===== src/mfd_pkg.sv =====
// Shared types and constants for the MQTT frame delimiter.
// No dependencies; imported by mfd_core, mqtt_frame_delimiter and the testbench.
`timescale 1ns / 1ps

package mfd_pkg;

  // Field widths fixed by the stream format
  localparam int unsigned SizeWidth   = 29;
  localparam int unsigned AccumWidth  = 28;
  localparam int unsigned RoleWidth   = 2;
  localparam int unsigned StatusWidth = 3;

  // Defaults
  localparam int unsigned HeaderMaxBytesDefault = 5;
  localparam logic [SizeWidth-1:0] MaxMessageSizeReset = 29'd1024;

  // Byte roles
  localparam logic [RoleWidth-1:0] ROLE_CONTROL = 2'd0;
  localparam logic [RoleWidth-1:0] ROLE_LENGTH  = 2'd1;
  localparam logic [RoleWidth-1:0] ROLE_BODY    = 2'd2;
  localparam logic [RoleWidth-1:0] ROLE_NONE    = 2'd3;

  // Status codes
  localparam logic [StatusWidth-1:0] STATUS_OK        = 3'd0;
  localparam logic [StatusWidth-1:0] STATUS_ILLEGAL   = 3'd1;
  localparam logic [StatusWidth-1:0] STATUS_TOO_LARGE = 3'd2;
  localparam logic [StatusWidth-1:0] STATUS_DROPPED   = 3'd3;
  localparam logic [StatusWidth-1:0] STATUS_RESTARTED = 3'd4;

  // Input action codes
  localparam logic ACTION_BYTE    = 1'b0;
  localparam logic ACTION_RESTART = 1'b1;

  // One result item
  typedef struct packed {
    logic [7:0]             out_byte;
    logic [RoleWidth-1:0]   byte_role;
    logic                   frame_last;
    logic [StatusWidth-1:0] status;
    logic [SizeWidth-1:0]   frame_total;
  } result_t;

endpackage


===== src/mfd_core.sv =====
// Frame tracking state and per-byte decode for the MQTT frame delimiter.
// Depends on mfd_pkg; instantiated by mqtt_frame_delimiter.
`timescale 1ns / 1ps

module mfd_core
  import mfd_pkg::*;
#(
  parameter int unsigned HEADER_MAX_BYTES = HeaderMaxBytesDefault
) (
  input  logic                 clk,
  input  logic                 rst,
  input  logic                 step,
  input  logic                 action,
  input  logic [7:0]           data_byte,
  input  logic [SizeWidth-1:0] max_message_size,
  output result_t              result
);

  // Length byte counter holds at most HEADER_MAX_BYTES - 1
  localparam int unsigned CountWidth = (HEADER_MAX_BYTES > 2) ? $clog2(HEADER_MAX_BYTES) : 1;

  logic [SizeWidth-1:0]  frame_position, frame_position_next;
  logic                  size_known, size_known_next;
  logic [AccumWidth-1:0] length_accum, length_accum_next;
  logic [CountWidth-1:0] length_byte_count, length_byte_count_next;
  logic [SizeWidth-1:0]  frame_size, frame_size_next;
  logic                  error_latched, error_latched_next;

  logic [2:0]            count_ext;
  logic [2:0]            count_inc;
  logic [AccumWidth-1:0] group_shifted;
  logic [AccumWidth-1:0] accum_new;
  logic [SizeWidth-1:0]  total;
  logic [SizeWidth-1:0]  position_inc;

  // Place the 7-bit group at its position in the remaining length
  always_comb begin
    count_ext = 3'(length_byte_count);
    count_inc = count_ext + 3'd1;
    case (count_ext)
      3'd0:    group_shifted = {21'd0, data_byte[6:0]};
      3'd1:    group_shifted = {14'd0, data_byte[6:0], 7'd0};
      3'd2:    group_shifted = {7'd0, data_byte[6:0], 14'd0};
      3'd3:    group_shifted = {data_byte[6:0], 21'd0};
      default: group_shifted = '0;
    endcase
    accum_new    = length_accum | group_shifted;
    total        = SizeWidth'(count_inc) + SizeWidth'(1) + SizeWidth'(accum_new);
    position_inc = frame_position + SizeWidth'(1);
  end

  // Next state and result for the current item
  always_comb begin
    frame_position_next    = frame_position;
    size_known_next        = size_known;
    length_accum_next      = length_accum;
    length_byte_count_next = length_byte_count;
    frame_size_next        = frame_size;
    error_latched_next     = error_latched;
    result                 = '{out_byte: 8'd0, byte_role: ROLE_NONE, frame_last: 1'b0,
                               status: STATUS_OK, frame_total: '0};

    if (action == ACTION_RESTART) begin
      frame_position_next    = '0;
      size_known_next        = 1'b0;
      length_accum_next      = '0;
      length_byte_count_next = '0;
      frame_size_next        = '0;
      error_latched_next     = 1'b0;
      result.status          = STATUS_RESTARTED;
    end else if (error_latched) begin
      result.status = STATUS_DROPPED;
    end else if (frame_position == '0) begin
      // control byte
      frame_position_next = SizeWidth'(1);
      result.out_byte     = data_byte;
      result.byte_role    = ROLE_CONTROL;
    end else if (!size_known) begin
      // length byte
      length_accum_next      = accum_new;
      length_byte_count_next = CountWidth'(count_inc);
      frame_position_next    = position_inc;
      result.out_byte        = data_byte;
      result.byte_role       = ROLE_LENGTH;
      if (data_byte[7]) begin
        if ((32'(count_inc) + 32'd1) >= 32'(HEADER_MAX_BYTES) || count_inc >= 3'd4) begin
          error_latched_next = 1'b1;
          result.status      = STATUS_ILLEGAL;
        end
      end else if (total > max_message_size) begin
        error_latched_next = 1'b1;
        result.status      = STATUS_TOO_LARGE;
        result.frame_total = total;
      end else begin
        frame_size_next    = total;
        size_known_next    = 1'b1;
        result.frame_total = total;
        // zero remaining length ends the frame here
        if (position_inc >= total) begin
          frame_position_next    = '0;
          size_known_next        = 1'b0;
          length_accum_next      = '0;
          length_byte_count_next = '0;
          frame_size_next        = '0;
          result.frame_last      = 1'b1;
        end
      end
    end else begin
      // body byte
      frame_position_next = position_inc;
      result.out_byte     = data_byte;
      result.byte_role    = ROLE_BODY;
      result.frame_total  = frame_size;
      if (position_inc >= frame_size) begin
        frame_position_next    = '0;
        size_known_next        = 1'b0;
        length_accum_next      = '0;
        length_byte_count_next = '0;
        frame_size_next        = '0;
        result.frame_last      = 1'b1;
      end
    end
  end

  // State registers, updated once per processed item
  always_ff @(posedge clk) begin
    if (rst) begin
      frame_position    <= '0;
      size_known        <= 1'b0;
      length_accum      <= '0;
      length_byte_count <= '0;
      frame_size        <= '0;
      error_latched     <= 1'b0;
    end else if (step) begin
      frame_position    <= frame_position_next;
      size_known        <= size_known_next;
      length_accum      <= length_accum_next;
      length_byte_count <= length_byte_count_next;
      frame_size        <= frame_size_next;
      error_latched     <= error_latched_next;
    end
  end

endmodule


===== src/mqtt_frame_delimiter.sv =====
// Top level of the MQTT frame delimiter: handshakes, input and result registers.
// Depends on mfd_pkg and mfd_core.
//
//   Channel  Direction  Handshake              Payload
//   in       input      in_valid / in_ready    action, data_byte
//   out      output     out_valid / out_ready  out_byte, byte_role, frame_last,
//                                              status, frame_total
//   config   input      max_message_size_we    max_message_size
//
// One item per cycle sustained while out_ready stays high; an accepted input item
// passes through the input register, then decode into the result register.
// The frame state update is a single step of the decode logic per item.
// Synchronous reset clears the pipeline valids and frame state and sets the
// maximum size to 1024. A stalled result holds both stages; in_ready drops
// only when the input register is full and cannot move on.
`timescale 1ns / 1ps

module mqtt_frame_delimiter
  import mfd_pkg::*;
#(
  parameter int unsigned HEADER_MAX_BYTES = HeaderMaxBytesDefault
) (
  input  logic                   clk,
  input  logic                   rst,
  input  logic                   in_valid,
  output logic                   in_ready,
  input  logic                   action,
  input  logic [7:0]             data_byte,
  output logic                   out_valid,
  input  logic                   out_ready,
  output logic [7:0]             out_byte,
  output logic [RoleWidth-1:0]   byte_role,
  output logic                   frame_last,
  output logic [StatusWidth-1:0] status,
  output logic [SizeWidth-1:0]   frame_total,
  input  logic                   max_message_size_we,
  input  logic [SizeWidth-1:0]   max_message_size
);

  logic                 s1_valid;
  logic                 s1_action;
  logic [7:0]           s1_byte;
  logic                 advance;
  logic [SizeWidth-1:0] max_size;
  result_t              core_result;
  result_t              out_item;

  // Configuration register
  always_ff @(posedge clk) begin
    if (rst) begin
      max_size <= MaxMessageSizeReset;
    end else if (max_message_size_we) begin
      max_size <= max_message_size;
    end
  end

  // Pipeline control
  assign advance  = s1_valid && (!out_valid || out_ready);
  assign in_ready = !s1_valid || advance;

  // Input register
  always_ff @(posedge clk) begin
    if (rst) begin
      s1_valid <= 1'b0;
    end else if (in_ready) begin
      s1_valid <= in_valid;
    end
  end

  always_ff @(posedge clk) begin
    if (in_ready && in_valid) begin
      s1_action <= action;
      s1_byte   <= data_byte;
    end
  end

  // Decode and frame state
  mfd_core #(
    .HEADER_MAX_BYTES(HEADER_MAX_BYTES)
  ) u_core (
    .clk              (clk),
    .rst              (rst),
    .step             (advance),
    .action           (s1_action),
    .data_byte        (s1_byte),
    .max_message_size (max_size),
    .result           (core_result)
  );

  // Result register
  always_ff @(posedge clk) begin
    if (rst) begin
      out_valid <= 1'b0;
    end else if (advance) begin
      out_valid <= 1'b1;
    end else if (out_ready) begin
      out_valid <= 1'b0;
    end
  end

  always_ff @(posedge clk) begin
    if (advance) begin
      out_item <= core_result;
    end
  end

  assign out_byte    = out_item.out_byte;
  assign byte_role   = out_item.byte_role;
  assign frame_last  = out_item.frame_last;
  assign status      = out_item.status;
  assign frame_total = out_item.frame_total;

  // Checks
  a_last_ok : assert property (@(posedge clk) disable iff (rst)
    out_valid && frame_last |-> status == STATUS_OK && frame_total != '0)
    else $error("frame end reported with bad status or zero size");

  a_role_none : assert property (@(posedge clk) disable iff (rst)
    out_valid |-> ((byte_role == ROLE_NONE) ==
                   (status == STATUS_DROPPED || status == STATUS_RESTARTED)))
    else $error("role none does not match dropped or restart status");

  a_stall_only : assert property (@(posedge clk) disable iff (rst)
    !in_ready |-> s1_valid && out_valid && !out_ready)
    else $error("input stalled without a full pipeline");

  a_advance_fills : assert property (@(posedge clk) disable iff (rst)
    advance |=> out_valid)
    else $error("processed item did not reach the result register");

endmodule


===== config.mk =====
export PLATFORM = sky130hd
export DESIGN_NAME = mqtt_frame_delimiter
export DESIGN_NICKNAME = d
export VERILOG_FILES = /design/src/mfd_pkg.sv /design/src/mfd_core.sv /design/src/mqtt_frame_delimiter.sv
export SDC_FILE = /design/constraint.sdc
export NUM_CORES = 1
export LEC_CHECK = 0
export ABC_AREA = 1
export BUFFER_PORTS_ARGS = -buffer_cell sky130_fd_sc_hd__clkbuf_2
export CAP_MARGIN = 20
export CORE_ASPECT_RATIO = 0.75
export CORE_UTILIZATION = 48
export CTS_BUF_LIST = sky130_fd_sc_hd__clkbuf_4 sky130_fd_sc_hd__clkbuf_8
export DETAILED_ROUTE_END_ITERATION = 8
export GPL_TIMING_DRIVEN = 0
export PLACE_DENSITY_LB_ADDON = 0.15
export SLEW_MARGIN = 20
export SYNTH_ARGS = -nofsm -noshare
export SYNTH_HDL_FRONTEND = slang
export SYNTH_SLANG_ARGS = --single-unit

===== constraint.sdc =====
create_clock -name clk -period 4.7 [get_ports clk]
set_input_delay 0.47 -clock clk [delete_from_list [all_inputs] [get_ports clk]]
set_output_delay 0.47 -clock clk [all_outputs]
set_load 0.05 [all_outputs]

**Yosys cells after proc, flatten, opt, wreduce, memory -nomap -nowiden**

Cells that the tools add are included.

- Register bits after elaboration: 174
- Input port bits: 43
- Output and inout port bits: 45
- Logic and storage cells: 115

- Add/sub/neg operators: 5
- $lt $le $gt $ge: 5
- Eq/ne operators: 8
- Mux-type cells: 64
- Bitwise logic cells: 1
- Reductions and logical operators: 16

Operators by type and width:

| kind | number |
|---|---|
| $mux W29 | 18 |
| $mux W28 | 8 |
| $pmux W28 S4 | 1 |
| $ge A29 B29 Y1 | 2 |
| $mux W3 | 11 |
| $ge A32 B3 Y1 const B | 1 |
| $mux W32 | 1 |
| $add A29 B1 Y29 const B | 1 |
| $add A29 B28 Y29 | 1 |
| $gt A29 B29 Y1 | 1 |
| $logic_not A29 Y1 | 1 |
| $or A28 B28 Y28 | 1 |
| $mux W1 | 22 |
| $add A3 B1 Y4 const B | 2 |
| $eq A3 B2 Y1 const B | 2 |
| $mux W2 | 3 |
| $ne A3 B2 Y1 const B | 2 |
| $reduce_and A6 Y1 | 1 |
| $ne A2 B2 Y1 const B | 2 |
| $reduce_and A4 Y1 | 1 |
| $add A3 B1 Y3 const B | 1 |
| $eq A3 B1 Y1 const B | 1 |
| $ge A3 B3 Y1 const B | 1 |
| $logic_not A3 Y1 | 1 |
| other kinds (9) | 13 |

**Longest topological paths before layout**

- Word-level depth: 12
- Depth in mapped cells: 39

**Modules after synthesis**

Synthesis repeated with hierarchy kept, for this count alone.

- Cell total of the unflattened synthesis: 1545
- Area total of the unflattened synthesis: 11318.4 sq um

Modules (own cells, without submodules):

| module | times used | cells an instance | area each (sq um) | seq. area each (sq um) |
|---|---|---|---|---|
| mfd_core | 1 | 1354 | 8550.7 | 1821.7 |
| mqtt_frame_delimiter | 1 | 191 | 2767.7 | 2182.1 |

**Worst setup path before layout**

Ideal clock, no wire load.

- Kind: flip-flop to flip-flop
- From: register u_core.length_byte_count[0] (netlist: u_core.count_ext[0])
- To: register u_core.frame_position[15]
- Library setup time: 0.143 ns
- Data arrival time: 4.874 ns
- Path slack: -0.317 ns
- Cell stages (with the launch flop): 33
- Buffers on the path: 2
- Clock period less this slack: 5.017 ns
- Cells stage by stage: dfxtp_1 > inv_1 > ha_1 > nand2_1 > inv_1 > clkbuf_1 > nand2_1 > nand2_1 > ha_1 > inv_1 > fa_1 > inv_1 > nand2_1 > nand2_1 > nand2_1 > nor2_4 > nand3_2 > or4_1 > xnor2_1 > inv_1 > ha_1 > nand2_1 > nor3_1 > nand3_1 > nor3_1 > a21oi_4 > nand2_4 > nand4_4 > nand2_4 > nor2_8 > buf_12 > nand2_2 > a21oi_2

- Word-level cells in the longest chain between the ends: 12
- Elaborated cells between the ends (all ways): 18
- Classes of those cells: 3 x add/sub; 2 x order compare; 3 x eq/ne; 8 x mux; 1 x bitwise; 1 x reduce/logical

Ends and longest elaborated chain:

| element | line | source |
|---|---|---|
| start: declaration | mfd_core.sv:25 | `logic [CountWidth-1:0] length_byte_count, length_byte_count_next;` |
| start signal: assignment | mfd_core.sv:138 | `length_byte_count <= length_byte_count_next;` |
| branches (longest 3 deep; another with $add A3 B1 Y4) | -- |  |
| $add A29 B28 Y29 (*) | mfd_core.sv:48 | `total = SizeWidth'(count_inc) + SizeWidth'(1) + SizeWidth'(accum_new);` |
| $ge A29 B29 Y1 | mfd_core.sv:99 | `if (position_inc >= total) begin` |
| $mux W29 | mfd_core.sv:99 |  |
| $mux W29 (*) | mfd_core.sv:90 | `end else if (total > max_message_size) begin` |
| $mux W29 (*) | mfd_core.sv:85 | `if (data_byte[7]) begin` |
| $mux W29 (*) | mfd_core.sv:78 | `end else if (!size_known) begin` |
| $mux W29 (*) | mfd_core.sv:73 | `end else if (frame_position == '0) begin` |
| $mux W29 (*) | mfd_core.sv:71 | `end else if (error_latched) begin` |
| $mux W29 (*) | mfd_core.sv:63 | `if (action == ACTION_RESTART) begin` |
| end signal: assignment | mfd_core.sv:135 | `frame_position <= frame_position_next;` |
| end: declaration | mfd_core.sv:22 | `logic [SizeWidth-1:0] frame_position, frame_position_next;` |

Every way passes the cells marked *. The select of a mux whose other input is x is not followed.
A chain may end at the register's enable or synchronous reset.

**Worst setup path after layout**

- From: register u_core.length_byte_count[1] (netlist: u_core.count_ext[1])
- To: register u_core.frame_position[18]

Same word-level chain as after synthesis.

==> impl_metrics.toml <==
[layout]
layout_commonest_cell = "nand2_1"
final_cell_mix = "nand2_1 (221), inv_1 (210), dfxtp_1 (117)"
nFillCells = 1867
drive_above_1_share_pct = 32.69
synthToLayoutAreaGrowth_pct = 30.06
stdcell_area_um2 = 14220
n_antenna_cell = 0
nNetsFinal = 1770

[setup_path]
required_ns = 5.06
worstSetupStartpointType = "flip-flop"
crit_type = "flip-flop to flip-flop"
max_stage_delay_ns = 0.39
path_max_fanout = 5
critical_path_arrival_ns = 5.62
cp_slowest_cell = "dfxtp_4"
critPathCaptureType = "flip-flop"

[global_route]
grt_overflow = 0
grt_pass1_vias = 9756
grt_antenna_before_repair = 0
grt_first_pass_wirelength_mm = 53.10
grt_max_degree = 25
grt_use_total_pct = 29.74

[die]
core-area_um2 = 22230
die_h_um = 132.7
die_area_um2 = 23390
pin_count = 88
die_w_um = 176.3
start_util_pct = 49.18
rows = 47

[power]
power.total_w = 0.003302
leakagePower_nw = 6.259
p_per_area_nw_per_um2 = 232.2
ir_worst_vdd_mv = 0.1783

[placed_design]
gp_congestion = 0.9618
io_buffers = 86
dp_hpwl_mm = 24.60
placed_cell_area_um2 = 11780

[routing]
drt-initial-drc-count = 1127
vias = 10680
drc_errors = 0
postRouteAntennaNets = 0
vias_per_cell = 5.503
wl_per_cell_um = 18.13
routed_wirelength_mm = 35.17
drt_first_pass_iters = 5

[sta]
clock.fmax_ghz = 0.1899
min_period_ns = 5.265
worst_slack_ns = -0.5655
tns_ns = -42.04
rsz0062_at_grt = "true"
clock-skew-final_ns = 0.01707
hold_viol_final = 0
worst_pin_slew_ns = 0.8273
slew_viol_final = 0
finalSetupViolCount = 93
period_share_pct = 112.0
slew_headroom_pct = 44.85

[clocking]
postCtsHoldBufs = 0
clockRootBuffer = "clkbuf_8"
clockBufferDepth = 2
htreeDepth = 4
cts_made_buffers = 17
cts_tree = "built"
clk_latency_ns = 0.50
clk_pin_slew_ns = 0.11
cts_sinks = 174

[yosys]
synth_cell_types = 61
synth-seq-area-share_pct = 36.63
syn-num-nets = 1550
ys_dominant_reg_cell = "dfxtp_1"
synth_edf_count = 52
yosys_register_bits = 174
async_flop_share_pct = 0
netlist_instances = 1413
syn_area_per_cell_um2 = 7.737
netlist_area_um2 = 10930
ys_warn_count = 0

[run]
maxCapViolCount = 0

[worst_hold_path]
worst_hold_path_type = "input port to flip-flop"

[status]
failed_checks = "negative setup slack"
outcome = "finished, violations left"
worst paths after layout:
path / start / to / slack [ns] / cells past startpoint
max: u_core.count_ext[1]$_SDFFE_PP0P_ / u_core.frame_position[18]$_SDFFE_PP0P_ / -0.57 / 29
min: data_byte[4] / s1_byte[4]$_DFFE_PP_ / 0.14 / 1
max reg2reg: u_core.count_ext[1]$_SDFFE_PP0P_ / u_core.frame_position[18]$_SDFFE_PP0P_ / -0.57 / 29
min reg2reg: u_core.length_accum[19]$_SDFFE_PP0P_ / u_core.length_accum[19]$_SDFFE_PP0P_ / 0.46 / 2
metrics by stage:
stage	setup WS [ns]	hold WS, ns	utilization [%]	instances
finish	-0.5655	0.1369	63.96	1940
global route	-0.7141	0.1227	63.96	1940
CTS	-0.4306	0.1245	61.34	1923
detailed placement	-1.201	0.4471	52.98	1794
global placement	-1.152	0.4405	52.89	1793
floorplan	0.004676	0.4298	-	1413
cell families after synthesis:
logic type,after synthesis,synth area share (%)
adder cells (fa/ha/maj),94,10.83
buffers and inverters,283,10.48
AO/OA/AOI/OAI,259,13.65
AND/OR/NAND/NOR,562,25.05
flip-flops,174,36.63
XOR/XNOR,41,3.354
sequential cells by signal (all words and copies together), names as in the netlist, 2 cells and up:
| signal | flops |
|---|---|
| byte_role | 2 |
| frame_total | 29 |
| max_size | 29 |
| out_byte | 8 |
| s1_byte | 8 |
| status | 3 |
| u_core.count_ext | 3 |
| u_core.frame_position | 29 |
| u_core.frame_size | 29 |
| u_core.length_accum | 28 |
area by class of cell:
type                    instances  area, um2  share of cell area, %
plain buffers                  52      307.8                  2.165
clock buffers                  17      234.0                  1.646
clock inverters                15      172.7                  1.214
inverters                     229      882.1                  6.204
multi-input cells             956       6753                  47.50
flip-flops and latches        174       4015                  28.24
well taps                     294      367.9                  2.587
repair buffers                202       1480                  10.41
repair inverters                1      5.005                0.03520
Yosys cell counts, types with 2 or more instances:
cell / count / area share, %
nand2_1: 249 / 8.5
inv_1: 222 / 7.6
a21oi_1: 136 / 6.2
dfxtp_1: 122 / 22
ha_1: 93 / 11
nand3_1: 81 / 3.7
nor2_1: 72 / 2.5
edfxtp_1: 52 / 14
o21ai_0: 48 / 2.2
nand4_1: 46 / 2.6
nand2_2: 39 / 2.2
clkbuf_1: 31 / 1.1
xor2_1: 28 / 2.2
o22ai_1: 26 / 1.5
a21oi_2: 20 / 1.6
buf_2: 15 / 0.69
nor3_1: 13 / 0.60
nor4_1: 12 / 0.69
or2_2: 12 / 0.69
xnor2_1: 12 / 0.96
nand3_2: 9 / 0.82
nor2_2: 7 / 0.40
nor2_4: 6 / 0.62
nand2_4: 5 / 0.52
inv_2: 4 / 0.14
o211ai_1: 4 / 0.27
a31oi_1: 3 / 0.17
buf_6: 3 / 0.31
a211oi_1: 2 / 0.14
a21boi_0: 2 / 0.14
a21o_1: 2 / 0.14
buf_12: 2 / 0.37
buf_4: 2 / 0.14
clkinv_1: 2 / 0.069
nor3_2: 2 / 0.18
o2111ai_1: 2 / 0.16
o21bai_1: 2 / 0.14
or4_1: 2 / 0.14
worst max-delay path, delay by kind of cell (launching register included):
family                   cells  cell delay, ns
XOR/XNOR                     2            0.36
AND/OR/NAND/NOR             17            2.54
AO/OA/AOI/OAI                2            0.21
buffers and inverters        4            0.52
flip-flops                   1            0.39
adder cells (fa/ha/maj)      4            1.08
report_power, final:
part / internal [W] / leakage (nW) / switching, W
clock: 0.000447 / 0.204 / 0.000667
sequential: 0.00159 / 1.50 / 0.0000165
combinational: 0.000191 / 4.56 / 0.000391
routing by layer:
metal	track usage (%)	wire, um	vias up
met3	3.994	2958	52
met4	8.406	652	0
met1	45.53	16460	4989
met2	43.09	15110	495
met5	0	0	-
li1	-	-	5140
repair_timing:
item                                    in CTS  in global routing
resized for setup                          157                107
gates cloned                                 5                  3
buffers inserted                            92                 20
endpoints found under the setup margin      93                 93
pin swaps                                   32                 68
No activity file was read; power rests on OpenSTA's default activity.
